`src/hdl/eoso_pkg.sv`:
```
// Shared types and constants of the even/odd site reorder address generator.
// No dependencies.
package eoso_pkg;

  localparam int unsigned MaxExtentDefault = 64;
  localparam int unsigned LinkDirs         = 4;
  localparam int unsigned MaxWords         = 24;
  localparam int unsigned HW               = 23;  // half site index
  localparam int unsigned WW               = 5;   // word index
  localparam int unsigned DW               = 2;   // link direction
  localparam int unsigned AW               = 31;  // word address
  localparam int unsigned XW               = 24;  // dividend 2*h
  localparam int unsigned RecipShift       = 24;
  localparam int unsigned QueueDepth       = 8;

  typedef enum logic [2:0] {
    REG_X_EXTENT   = 3'd0,
    REG_Y_EXTENT   = 3'd1,
    REG_Z_EXTENT   = 3'd2,
    REG_T_EXTENT   = 3'd3,
    REG_WORDS      = 3'd4,
    REG_LAYOUT     = 3'd5,
    REG_DIRECTION  = 3'd6
  } cfg_reg_e;

  typedef struct packed {
    logic [HW-1:0] h;
    logic [WW-1:0] w;
    logic [DW-1:0] d;
    logic          par;
  } site_job_t;

  typedef struct packed {
    logic [AW-1:0] half_vol;
    logic [AW-1:0] two_vol;
    logic [AW-1:0] vol_words;
    logic [WW-1:0] words;
    logic          layout;
    logic          direction;
  } addr_cfg_t;

endpackage

```
`src/hdl/eoso_queue.sv`:
```
// Short queue between the front and back parts of the address generator.
// Register array with head and tail pointers; uses eoso_pkg.
module eoso_queue import eoso_pkg::*; #(
  localparam int unsigned PW = $clog2(QueueDepth),
  localparam int unsigned CW = $clog2(QueueDepth + 1)
) (
  input  logic          clk_i,
  input  logic          rst_ni,
  input  logic          push_i,
  input  site_job_t     job_i,
  input  logic          pop_i,
  output logic          valid_o,
  output site_job_t     job_o,
  output logic [CW-1:0] count_o
);

  site_job_t     mem_q [QueueDepth];
  logic [PW-1:0] wr_q, rd_q;
  logic [CW-1:0] cnt_q;

  assign valid_o = (cnt_q != '0);
  assign job_o   = mem_q[rd_q];
  assign count_o = cnt_q;

  always_ff @(posedge clk_i or negedge rst_ni) begin
    if (!rst_ni) begin
      wr_q  <= '0;
      rd_q  <= '0;
      cnt_q <= '0;
    end else begin
      if (push_i) wr_q <= wr_q + PW'(1);
      if (pop_i)  rd_q <= rd_q + PW'(1);
      cnt_q <= cnt_q + CW'(push_i) - CW'(pop_i);
    end
  end

  always_ff @(posedge clk_i) begin
    if (push_i) mem_q[wr_q] <= job_i;
  end

endmodule

```
`config.mk`:
```
export PLATFORM = sky130hd
export DESIGN_NAME = eoso_queue
export DESIGN_NICKNAME = d
export VERILOG_FILES = /design/src/hdl/eoso_pkg.sv /design/src/hdl/eoso_queue.sv
export SDC_FILE = /design/constraint.sdc
export NUM_CORES = 1
export LEC_CHECK = 0
export ABC_AREA = 1
export BUFFER_PORTS_ARGS = -buffer_cell sky130_fd_sc_hd__buf_4
export CAP_MARGIN = 20
export CORE_ASPECT_RATIO = 1.5
export CORE_UTILIZATION = 65
export DETAILED_ROUTE_END_ITERATION = 7
export PLACE_DENSITY = 0.85
export SETUP_SLACK_MARGIN = 0.4
export SYNTH_ARGS = -nofsm -noshare
export SYNTH_HDL_FRONTEND = slang
export SYNTH_SLANG_ARGS = --single-unit
```
`constraint.sdc`:
```
create_clock -name clk_i -period 4.92 [get_ports clk_i]
set_input_delay 0 -clock clk_i [delete_from_list [all_inputs] [get_ports clk_i]]
set_output_delay 0 -clock clk_i [all_outputs]
set_load 0.1 [all_outputs]
```
---- Word-level counts from Yosys, hierarchy flattened ----
Memory sizes are Yosys's and may differ from the RTL's.
Cells that the tools add are included.
cells by class
  $add $sub $neg .......................... 4
  muxes and demuxes ....................... 2
  reduce and logical (&&, ||, !) cells .... 1
operator list
  cell                   count
  $add A3 B1 Y3 const B  2
  $add A4 B1 Y4          1
  $reduce_bool A4 Y1     1
  $sub A4 B1 Y4          1
  $mux W1                2
word-level totals
  logic and storage cells ................. 11
  bits of input ports ..................... 35
  memories kept ........................... 1
  register bits ........................... 10
  memory bits (writable) .................. 248
  output and inout port bits .............. 36
memory list
  memory  depth  width  rd ports  clocked after Yosys merged registers in  wr ports  RTL line          text
  mem_q   8      31     1         0                                        1         eoso_queue.sv:17  site_job_t mem_q [QueueDepth];

---- Logic depth before layout (Yosys ltp) ----
  word-level depth ........................ 2
  mapped depth ............................ 9
  gate-level depth less buffers ........... 7

---- Worst setup path before layout ----
Ideal clock, no wire load.
  kind .................................... reg-to-reg
  start ................................... reg wr_q[0]
  end ..................................... mem mem_q[0][0] (netlist bit) (enable)
  cell stages (with the launch flop) ...... 3
  arrival time ............................ 2048 ps
  path buffers ............................ 0
  setup slack ............................. 2453 ps
  cells stage by stage .................... dfrtp_1 -> or2_2 -> nor2_1
RTL lines
  element                 RTL line          text
  start, declared         eoso_queue.sv:18  logic [PW-1:0] wr_q, rd_q;
  start signal, assigned  eoso_queue.sv:31  if (push_i) wr_q <= wr_q + PW'(1);
  end, declared           eoso_queue.sv:17
No word-level cell before the write port.

==> results.yml <==
synth:
  syn_area_um2: 11400
  synth.largest_area_cell: "edfxtp_1"
  ys.flop_type: "edfxtp_1"
  yosys_warnings: 0
  syn-mean-instance-area_um2: 9.99
  synth_area_leaders: "edfxtp_1 66%, nand2_1 14%, inv_1 8.7%"
  synth_cell_type_count: 19
  synth_top_area_share_pct: 65.6
  synthTopCellsByCount: "415 x nand2_1, 263 x inv_1, 248 x edfxtp_1"
  seq_area_frac_synth_pct: 67.8
  yosysMostFrequentCell: "nand2_1"
  ys_ff_latch: 258
  synth_edf_count: 248
  syn_inst: 1136
  synthArstFlopShare_pct: 3.88
  synth_nets: 1179
detailed_routing:
  first_iter_violations: 831
  wirelength_mm: 25.5
  post-route-drc-count: 0
  drtAntennaViolNets: 0
  firstDrtPassIters: 6
  avgRoutedWirePerCell_um: 17.5
  via_per_inst: 5.47
  vias: 7979
cts:
  cts.sinks: 258
  clk_latency_ps: 510
  cts_made_buffers: 23
  cts_max_level: 1
  post-cts-setup-buffers: 0
  clk_path_buf_depth: 3
  clock_tree.root_cell: "clkbuf_16"
  cts_tree: "built"
  clk_pin_slew_ps: 70
cells_and_area:
  drive_above_1_share_pct: 10.3
  design_area_um2: 13100
  fin_nets: 1276
  area_growth_syn_to_layout_pct: 15.8
  finalNonFillerCells: 1458
  fillerInstances: 990
  antenna_cells: 0
worst_setup_path:
  r2r_slack_ps: 2780
  cp.required_ps: 4920
  cp-end-kind: "output pin"
  path_depth: 8
  cp_slowest_cell: "buf_4"
  cpLargestDelayFamily: "buffers and inverters"
  crit_buf_inv: 3
  start_kind: "register"
  cp_cell_sequence: "clkinv_2 > buf_4 > nand2_1 > nand3_1 > nand2_1 > nand2_1 > nand2_1 > buf_4"
  cp_max_fo: 94
  worstSetupPathType: "register to output pin"
  crit_top_cell: "nand2_1"
  cpPeakStageDelay_ps: 770
  arrival_ps: 2990
  reg2regPathDepth: 3
sta:
  slew_headroom_pct: 26.1
  grt_setup_unrepaired: "false"
  fmax_ghz: 0.334
  setup_viol: 0
  setup_tns_ps: 0
  hold_viol: 0
  slew_viol_final: 0
  finalCritPeriodShare_pct: 60.8
  skew_ps: 8.98
  worstMarginPinSlew_ps: 1110
  hold_ws_ps: 259
  fin_crit_ps: 2990
floorplanning:
  pin_count: 71
  fp.dieH_um: 164
  coreArea_um2: 16900
  initial_core_util_pct: 67.1
  rows: 58
  design.die.area_um2: 18000
  die_width_um: 110
worst_hold_path:
  hold_path_depth: 2
  hold_class: "input pin to register"
grt:
  grt_max_degree: 95
  gr-total-overflow: 0
  grt.total_usage_pct: 29.6
  antenna_found_initial: 0
  grt_pass1_vias: 8247
  grt_first_pass_wirelength_mm: 39.6
status:
  status: "complete, no violations"
placed_design:
  dpl_cell_area_um2: 12000
  io_buffers: 70
  place.gp.congestion: 0.745
  dp_hpwl_mm: 13.4
  dp_cells: 1380
flow_run:
  drv_cap: 0
## state kept, by name, summed over array words and instances (netlist names)
| name | flops |
|---|---|
| mem_q | 248 |
| wr_q | 3 |
| rd_q | 3 |
| count_o | 4 |
## cells in the final DEF, fill, tap and decap left out, drive strengths merged
| cell | n |
|---|---|
| or2 | 1 |
| bufinv | 2 |
| nor2 | 8 |
| clkinv | 11 |
| dfrtp | 10 |
| clkbuf | 27 |
| xnor2 | 1 |
| a21oi | 1 |
| buf | 84 |
| ha | 7 |
| nand2 | 415 |
| dlygate4sd3 | 35 |
| fa | 1 |
| inv | 264 |
| o21ai | 2 |
| nand3 | 126 |
| edfxtp | 248 |
| clkinvlp | 1 |
| xor2 | 4 |
## area by class of cell
type / count / area [µm²] / share of cell area (%)
multi-input combinational: 566 / 2450 / 18.6
clock inverter: 13 / 111 / 0.847
inverter: 265 / 996 / 7.58
clock buffer: 27 / 591 / 4.49
tap: 210 / 263 / 2.00
timing repair buffer: 119 / 1030 / 7.86
sequential: 258 / 7700 / 58.6
## worst paths after layout
kind	start	endpoint
max	rd_q[0]$_DFFE_PN0P_	job_o[11]
min in group asynchronous	rst_ni	count_o[3]$_DFF_PN0_
min	job_i[4]	mem_q[3][4]$_DFFE_PP_
max in group asynchronous	rst_ni	rd_q[0]$_DFFE_PN0P_
min reg2reg	wr_q[0]$_DFFE_PN0P_	wr_q[0]$_DFFE_PN0P_
max reg2reg	wr_q[0]$_DFFE_PN0P_	mem_q[2][27]$_DFFE_PP_
## logic make-up after synthesis
kind of cell / count (synthesis) / share of synthesized area (%)
compound gates: 3 / 0.132
xor+xnor: 5 / 0.386
simple gates: 550 / 19.6
buf+inv: 312 / 11.1
fa+ha+maj: 8 / 0.948
flops: 258 / 67.8
## metrics by stage
stage | util (%) | worst slack, ps
2_1_floorplan | - | 2450
3_3_place_gp | 71.1 | 2700
3_5_place_dp | 71.1 | 2620
4_1_cts | 77.3 | 2000
5_1_grt | 77.8 | 1830
6_report | 77.8 | 1930
## routing by layer
| metal | track usage (%) | wire length [µm] | share of wire, % |
|---|---|---|---|
| met5 | 0 | 0 | 0 |
| met3 | 4.01 | 2130 | 8.3 |
| met1 | 34.0 | 8720 | 34 |
| met2 | 52.5 | 13600 | 53 |
| met4 | 16.7 | 1030 | 4.0 |
## what timing repair did
action | in CTS | in global routing
hold buffers | 35 | 0
resized for setup | 0 | 0
endpoints found under the hold margin | 265 | 0
Power is left out: the tool's default activity adds up to more than one toggle a clock period on the data nets, which glitch-free logic cannot reach.
