$ cat src/hdl/eoso_pkg.sv
// Shared types and constants of the even/odd site reorder address generator.
// No dependencies.
package eoso_pkg;

  localparam int unsigned MaxExtentDefault = 64;
  localparam int unsigned LinkDirs         = 4;
  localparam int unsigned MaxWords         = 24;
  localparam int unsigned HW               = 23;  // half site index
  localparam int unsigned WW               = 5;   // word index
  localparam int unsigned DW               = 2;   // link direction
  localparam int unsigned AW               = 31;  // word address
  localparam int unsigned XW               = 24;  // dividend 2*h
  localparam int unsigned RecipShift       = 24;
  localparam int unsigned QueueDepth       = 8;

  typedef enum logic [2:0] {
    REG_X_EXTENT   = 3'd0,
    REG_Y_EXTENT   = 3'd1,
    REG_Z_EXTENT   = 3'd2,
    REG_T_EXTENT   = 3'd3,
    REG_WORDS      = 3'd4,
    REG_LAYOUT     = 3'd5,
    REG_DIRECTION  = 3'd6
  } cfg_reg_e;

  typedef struct packed {
    logic [HW-1:0] h;
    logic [WW-1:0] w;
    logic [DW-1:0] d;
    logic          par;
  } site_job_t;

  typedef struct packed {
    logic [AW-1:0] half_vol;
    logic [AW-1:0] two_vol;
    logic [AW-1:0] vol_words;
    logic [WW-1:0] words;
    logic          layout;
    logic          direction;
  } addr_cfg_t;

endpackage

$ cat src/hdl/eoso_back.sv
// Back part: turns one classified site into the even and the odd address pair.
// Product stage, then sum stage into the output register; uses eoso_pkg.
module eoso_back import eoso_pkg::*; (
  input  logic          clk_i,
  input  logic          rst_ni,
  input  logic          job_valid_i,
  input  site_job_t     job_i,
  output logic          pop_o,
  input  addr_cfg_t     cfg_i,
  input  logic          ready_i,
  output logic          valid_o,
  output logic [AW-1:0] src_o,
  output logic [AW-1:0] dst_o,
  output logic          odd_o,
  output logic          last_o
);

  logic          half_q;
  logic          bv_q, ov_q;
  logic          adv_b, adv_c, load_b;
  logic [AW-1:0] bbase_q, bnat_q, beo_q, bw_q;
  logic          bk_q;
  logic [AW-1:0] nat_site, eo_site, base, nat_term, eo_term, w_term;
  logic [DW-1:0] dmod;
  logic [AW-1:0] nat_addr, eo_addr;

  assign adv_c  = !ov_q || ready_i;
  assign adv_b  = !bv_q || adv_c;
  assign load_b = job_valid_i && adv_b;
  assign pop_o  = load_b && half_q;

  always_comb begin
    dmod = job_i.d;
    for (int i = 0; i < 3; i++) begin
      if (32'(dmod) >= LinkDirs) dmod = dmod - DW'(LinkDirs);
    end
    nat_site = AW'({job_i.h, job_i.par ^ half_q});
    eo_site  = AW'(job_i.h) + (half_q ? cfg_i.half_vol : '0);
    base     = AW'(dmod) * cfg_i.vol_words;
    if (cfg_i.layout) begin
      nat_term = {nat_site[AW-2:0], 1'b0};
      eo_term  = {eo_site[AW-2:0], 1'b0};
      w_term   = AW'(job_i.w[WW-1:1]) * cfg_i.two_vol + AW'(job_i.w[0]);
    end else begin
      nat_term = nat_site * AW'(cfg_i.words);
      eo_term  = eo_site * AW'(cfg_i.words);
      w_term   = AW'(job_i.w);
    end
  end

  assign nat_addr = bbase_q + bnat_q + bw_q;
  assign eo_addr  = bbase_q + beo_q + bw_q;

  always_ff @(posedge clk_i or negedge rst_ni) begin
    if (!rst_ni) begin
      half_q <= 1'b0;
      bv_q   <= 1'b0;
      ov_q   <= 1'b0;
    end else begin
      if (load_b) half_q <= !half_q;
      if (adv_b)  bv_q   <= job_valid_i;
      if (adv_c)  ov_q   <= bv_q;
    end
  end

  always_ff @(posedge clk_i) begin
    if (load_b) begin
      bbase_q <= base;
      bnat_q  <= nat_term;
      beo_q   <= eo_term;
      bw_q    <= w_term;
      bk_q    <= half_q;
    end
    if (adv_c && bv_q) begin
      src_o  <= cfg_i.direction ? eo_addr : nat_addr;
      dst_o  <= cfg_i.direction ? nat_addr : eo_addr;
      odd_o  <= bk_q;
      last_o <= bk_q;
    end
  end

  assign valid_o = ov_q;

endmodule

$ cat config.mk
export PLATFORM = sky130hd
export DESIGN_NAME = eoso_back
export DESIGN_NICKNAME = d
export VERILOG_FILES = /design/src/hdl/eoso_pkg.sv /design/src/hdl/eoso_back.sv
export SDC_FILE = /design/constraint.sdc
export NUM_CORES = 1
export LEC_CHECK = 0
export ABC_AREA = 0
export BUFFER_PORTS_ARGS = -buffer_cell sky130_fd_sc_hd__buf_2
export CAP_MARGIN = 20
export CORE_ASPECT_RATIO = 0.7
export CORE_MARGIN = 2
export CORE_UTILIZATION = 49
export CTS_BUF_LIST = sky130_fd_sc_hd__clkbuf_2 sky130_fd_sc_hd__clkbuf_4 sky130_fd_sc_hd__clkbuf_8
export CTS_CLUSTER_SIZE = 20
export DETAILED_ROUTE_END_ITERATION = 12
export MAX_ROUTING_LAYER = met4
export PLACE_DENSITY = 0.77
export RECOVER_POWER = 25
export SYNTH_ARGS = -nofsm -noshare
export SYNTH_HDL_FRONTEND = slang
export SYNTH_SLANG_ARGS = --single-unit
$ cat constraint.sdc
create_clock -name clk_i -period 18.5 [get_ports clk_i]
set_input_delay 3.7 -clock clk_i [delete_from_list [all_inputs] [get_ports clk_i]]
set_output_delay 3.7 -clock clk_i [all_outputs]
set_load 0.1 [all_outputs]
# Word level (Yosys, flattened, before mapping)
# Index checks and enable logic that the tools add are counted.
word_totals:
  mem_bits_rw: 0
  mem_count: 0
  regBits: 191
  word_cells: 39
  latchBits: 0
  input_bits: 135
  mem_bits_ro: 0
  out_inout_bits: 66
op_classes:
  eq_ne: 0
  n_lt_le_gt_ge: 0
  n_div: 0
  mul: 4
  n_bitwise: 1
  mux: 6
  shifts: 0
  reduce_logical: 8
  n_addsub: 6
op_table:
  columns: ["cell", "n"]
  rows:
  - ["$add A31 B31 Y31", 4]
  - ["$mux W31", 4]
  - ["$add A23 B31 Y31", 1]
  - ["$add A31 B1 Y31", 1]
  - ["$mul A2 B31 Y31", 1]
  - ["$mul A31 B5 Y31", 1]
  - ["$mul A4 B31 Y31", 1]
  - ["$mul A24 B5 Y29", 1]
  - ["$mux W25", 1]
  - ["$mux W5", 1]
  - ["$logic_and A1 B1 Y1", 3]
  - ["$logic_not A1 Y1", 3]
  - ["$logic_or A1 B1 Y1", 2]
  - ["$xor A1 B1 Y1", 1]

# Longest topological paths before layout
depth:
  word_depth: 5
  ltp_mapped: 36
  depth_no_buf: 33

# Least setup slack after synthesis
# OpenSTA, ideal clock, no wires.
synth_path:
  path_kind: "input to register"
  from: "input port cfg_i[75] in the netlist's numbering"
  to: "register beo_q[30] (data pin)"
  n_path_buf: 1
  path_slack_ps: 8787
  path_stages: 33
  arrival_ps: 9452
  required_time_ps: 18239
  setup_ps: 261
  cell_sequence: "and2_1 -> ha_1 -> buf_6 -> a21o_1 -> a21o_1 -> nor3_1 -> a21oi_1 -> a21o_1 -> a31o_1 -> nand3_1 -> nand2_1 -> a21o_1 -> a21oi_1 -> xnor2_1 -> and2_1 -> fa_1 -> fa_1 -> inv_1 -> fa_1 -> inv_1 -> ha_1 -> a21oi_1 -> nand2_1 -> o31ai_1 -> a31oi_1 -> nand2_1 -> a21boi_1 -> o21ai_1 -> a21boi_0 -> a31oi_1 -> xnor3_1 -> a32oi_1 -> o21ai_1"
synth_via:
  elab_chain_cells: 4
synth_lines:
  columns: ["item", "line", "text"]
  rows:
  - ["start: declaration", "eoso_back.sv:9", "input addr_cfg_t cfg_i,"]
  - ["$mux W31 (*)", "eoso_back.sv:38", "eo_site = AW'(job_i.h) + (half_q ? cfg_i.half_vol : '0);"]
  - ["$add A23 B31 Y31 (*)", "eoso_back.sv:38", null]
  - ["$mul A31 B5 Y31", "eoso_back.sv:46", "eo_term = eo_site * AW'(cfg_i.words);"]
  - ["$mux W31 (*)", "eoso_back.sv:40", "if (cfg_i.layout) begin"]
  - ["via eo_term[30]", "eoso_back.sv:23", "logic [AW-1:0] nat_site, eo_site, base, nat_term, eo_term, w_term;"]
  - ["end signal: assignment", "eoso_back.sv:70", "beo_q <= eo_term;"]
  - ["end: declaration", "eoso_back.sv:21", "logic [AW-1:0] bbase_q, bnat_q, beo_q, bw_q;"]
# The timed path passes the listed nets; every way through them passes the cells marked *.
# A chain may end at the register's enable or synchronous reset.

# Final worst setup path
layout_path:
  from: "input port cfg_i[74] in the netlist's numbering"
  to: "register beo_q[30] (data pin)"
# The elaborated chain is that of the path after synthesis.

==> results by group <==
Global routing
  – Total track usage: about a quarter
  – Pin count of the biggest net entering global routing: 83
  – Initial antenna violation count: 2
  – Vias in the first global route: between 15,000 and 20,000
  – First-pass GRT wire length: around 110,000 um
  – GR Overflow Total: 0

Clocking
  – TritonCTS buffer count: 17
  – Clk Latency, worst-skew pair: between 0.5 and 0.6 ns
  – CTS sink cnt: 189
  – Clk slew on worst S/H paths: 0.10 ns
  – Hold bufs inserted after CTS: 0
  – Max Buffers Root-to-Sink: 2
  – Root buffer cell: clkbuf_8
  – Max H-tree Level: 4
  – CTS tree: built
  – Post-CTS sizing: 0
  – Post-CTS setup buffer count: 0

Critical path
  – CP max FO: 7
  – Setup CP Type: in -> reg
  – Slowest stage cell, crit path: fa_1
  – Critical Path Max Stage Delay: just under 0.5 ns
  – Capturing element type of the critical path: register
  – Cell mode on critical path: nand2_1
  – Critical Path RT: 18.75 ns
  – Worst EP arrival: ~11 ns
  – Crit path launch type: primary input

Timing
  – Min Tclk post-route: 10.29 ns
  – Final period util: between 50% and 60%
  – Achievable frequency: ~100 MHz
  – Hold Violations, Final: 0
  – Slew headroom: -171.0%
  – Unrepaired setup endpoints after global routing: false
  – Final slew viol count: about 220
  – Final setup fails: 0
  – Least-Margin Pin Slew: ~4 ns
  – Setup TNS: 0 ns
  – Fin Clk Skew: between 0.02 and 0.03 ns

Final layout
  – Synth-to-Final Area Change: 7.836%
  – Final nets: roughly 3,400
  – Final non-filler cell area: 0.02700 sq mm
  – Ratio of cells with drive above 1 in the final layout: a little over a tenth
  – Layout Cells excl Fill: ~3,500

Placement
  – Dpl hpwl: ~56,000 um
  – DP Cell Count: between 3,000 and 4,000
  – IO buf count: 200
  – DP Area: between 0.02 and 0.03 sq mm
  – Placer Congestion: 1.006

Floorplanning
  – Initial core utilization: between 40% and 50%
  – Die Wd: around 270 um
  – Core region area: 0.05059 sq mm
  – Row count: 69
  – DIE AREA: ~0.053 sq mm
  – Die Height: approximately 190 um
  – Num ports: 201

Routing
  – DR DRC count: 0
  – Via density per instance: between 5 and 6
  – Routed WL per cell: about 19 um
  – Final wirelength: 67,070 um
  – DR pass1 iterations: 6
  – Via Count: ~20,000
  – Starting DRT DRC Count: about 1,800
  – Antenna-violating nets left: 0

Logic synthesis
  – Asr flop ratio synth: roughly 1.6%
  – Compound-cell area share of the yosys netlist: 12.55%
  – Largest family of logic cells by synthesized area: adder cells
  – Synth Area in Simple Gates: around 18%
  – Synth warn: 0
  – Synth Cell Area: 0.02504 sq mm
  – XOR/XNOR Fraction of Synth Area: 6.652%
  – Mux cell area share after synthesis: 2.359%
  – Netlist cell types: 86
  – Register area share after synthesis: a little under a quarter
  – Mapped Nets: approximately 3,300
  – Number of enable flip-flop cells after synthesis: between 150 and 200
  – Synthesized area per cell: about 9.4 sq um
  – Adder-cell share of the synthesized area: between 30% and 40%
  – Number of synthesized register bits: between 150 and 200
  – Synth Flop Type: edfxtp_1
  – Synthesized netlist cell count: between 2,000 and 3,000

Run status
  – Status: finished with violations
  – Failing checks: capacitance limit, slew limit

Job
  – Maxcap violations: 4

Worst hold path
  – Worst Hold Class: reg -> reg
## state kept, by name (all words and copies together) (netlist names)
name / count
dst_o: 31
last_o: 1
bnat_q: 29
src_o: 31
beo_q: 31
valid_o: 1
bbase_q: 31
bk_q: 1
bw_q: 31
bv_q: 1
half_q: 1
## cells in the mapped netlist, types with 3 or more instances
master | instances | share of area [%]
a21oi_1 | 150 | 3.0
and4_1 | 6 | 0.21
a211oi_1 | 12 | 0.36
inv_1 | 269 | 4.0
a221o_1 | 3 | 0.12
or2_2 | 7 | 0.17
a31o_2 | 3 | 0.10
a21boi_1 | 3 | 0.090
o21ai_0 | 113 | 2.3
or3_1 | 9 | 0.22
o21ai_1 | 26 | 0.52
buf_4 | 3 | 0.090
and3b_1 | 5 | 0.17
mux2i_1 | 14 | 0.56
a41oi_1 | 6 | 0.21
nand2b_1 | 31 | 0.77
mux2_2 | 40 | 1.8
o21a_1 | 17 | 0.51
nor3b_1 | 4 | 0.12
and3_1 | 23 | 0.57
nand2_1 | 345 | 5.2
o21bai_1 | 23 | 0.69
clkbuf_8 | 4 | 0.22
xor2_1 | 66 | 2.3
o31ai_1 | 9 | 0.27
nor2_1 | 86 | 1.3
a31oi_1 | 17 | 0.42
edfxtp_1 | 186 | 22
buf_1 | 10 | 0.15
xnor2_1 | 119 | 4.2
a21boi_0 | 5 | 0.15
nor2b_1 | 31 | 0.77
a31o_1 | 4 | 0.14
o211ai_1 | 3 | 0.090
a211o_1 | 3 | 0.10
nand4_1 | 12 | 0.30
ha_1 | 214 | 11
fa_1 | 264 | 21
a21o_1 | 74 | 2.2
nor3_1 | 22 | 0.44
clkbuf_1 | 59 | 0.88
nand3_1 | 27 | 0.54
dfrtp_1 | 3 | 0.30
and2_1 | 280 | 7.0
## metal layers
| layer | routed length (um) | up-vias | GRT usage, % |
|---|---|---|---|
| met3 | 4927 | 63 | 3.170 |
| met5 | 0 | - | - |
| li1 | - | 9238 | - |
| met1 | 33140 | 9535 | 40.57 |
| met2 | 27990 | 781 | 38.43 |
| met4 | 1022 | 0 | 4.557 |
## logic make-up (layout without fill, tap and decap cells)
logic type	after synthesis	count (layout)
other cells	0	1
xor+xnor	187	187
fa+ha+maj	478	478
mux	54	54
buf+inv	348	511
simple gates	909	909
flops	189	189
compound gates	502	502
## worst paths after layout
check / start / end / slack, ns / cells after the start
max: cfg_i[74] / beo_q[30]$_DFFE_PP_ / 8.21 / 33
min: bk_q$_DFFE_PP_ / last_o$_DFFE_PP_ / 0.46 / 0
max reg2reg: half_q$_DFFE_PN0P_ / beo_q[30]$_DFFE_PP_ / 9.50 / 34
min reg2reg: bk_q$_DFFE_PP_ / last_o$_DFFE_PP_ / 0.46 / 0
max in group asynchronous: rst_ni / half_q$_DFFE_PN0P_ / 15.35 / 1
min in group asynchronous: rst_ni / bv_q$_DFFE_PN0N_ / 2.99 / 1
## final cells by class
class                   count  area (sq um)
multi-input cells        2130         17980
flip-flops and latches    189          5660
diodes                      1         2.502
repair buffers            210          1067
well taps                 674         843.3
clock inverters            15         197.7
clock buffers              17         234.0
inverters                 269          1010
fillers                  4552         23590
## through the flow
step           util [%]  setup WS (ns)  hold WS [ns]
3_5_place_dp      52.54          7.905        0.4405
3_3_place_gp      52.54          8.152        0.4102
4_1_cts           53.39          8.403        0.4660
2_1_floorplan         -          8.787        0.4003
6_report          53.37          8.214        0.4604
5_1_grt           53.37          7.634        0.4887
## cell usage in the layout (no fill, tap or decap), types with 74 or more instances in the layout
cell type	count
xnor2_1	119
buf_2	196
and2_1	278
a21o_1	74
nor2_1	86
a21oi_1	150
nand2_1	345
fa_1	264
edfxtp_1	186
inv_1	269
o21ai_0	113
ha_1	214
## worst max-delay path, delay by kind of cell
family                     cells  cell delay [ns]
xor gates and xnor gates       2             0.58
adders and majority gates      5             2.20
and+or+nand+nor                9             1.42
AOI/OAI and AO/OA             14             2.46
buffers and inverters          3             0.20
Power is not shown: default switching activity piles up to over one toggle a cycle in this logic, so the estimate is an artifact.
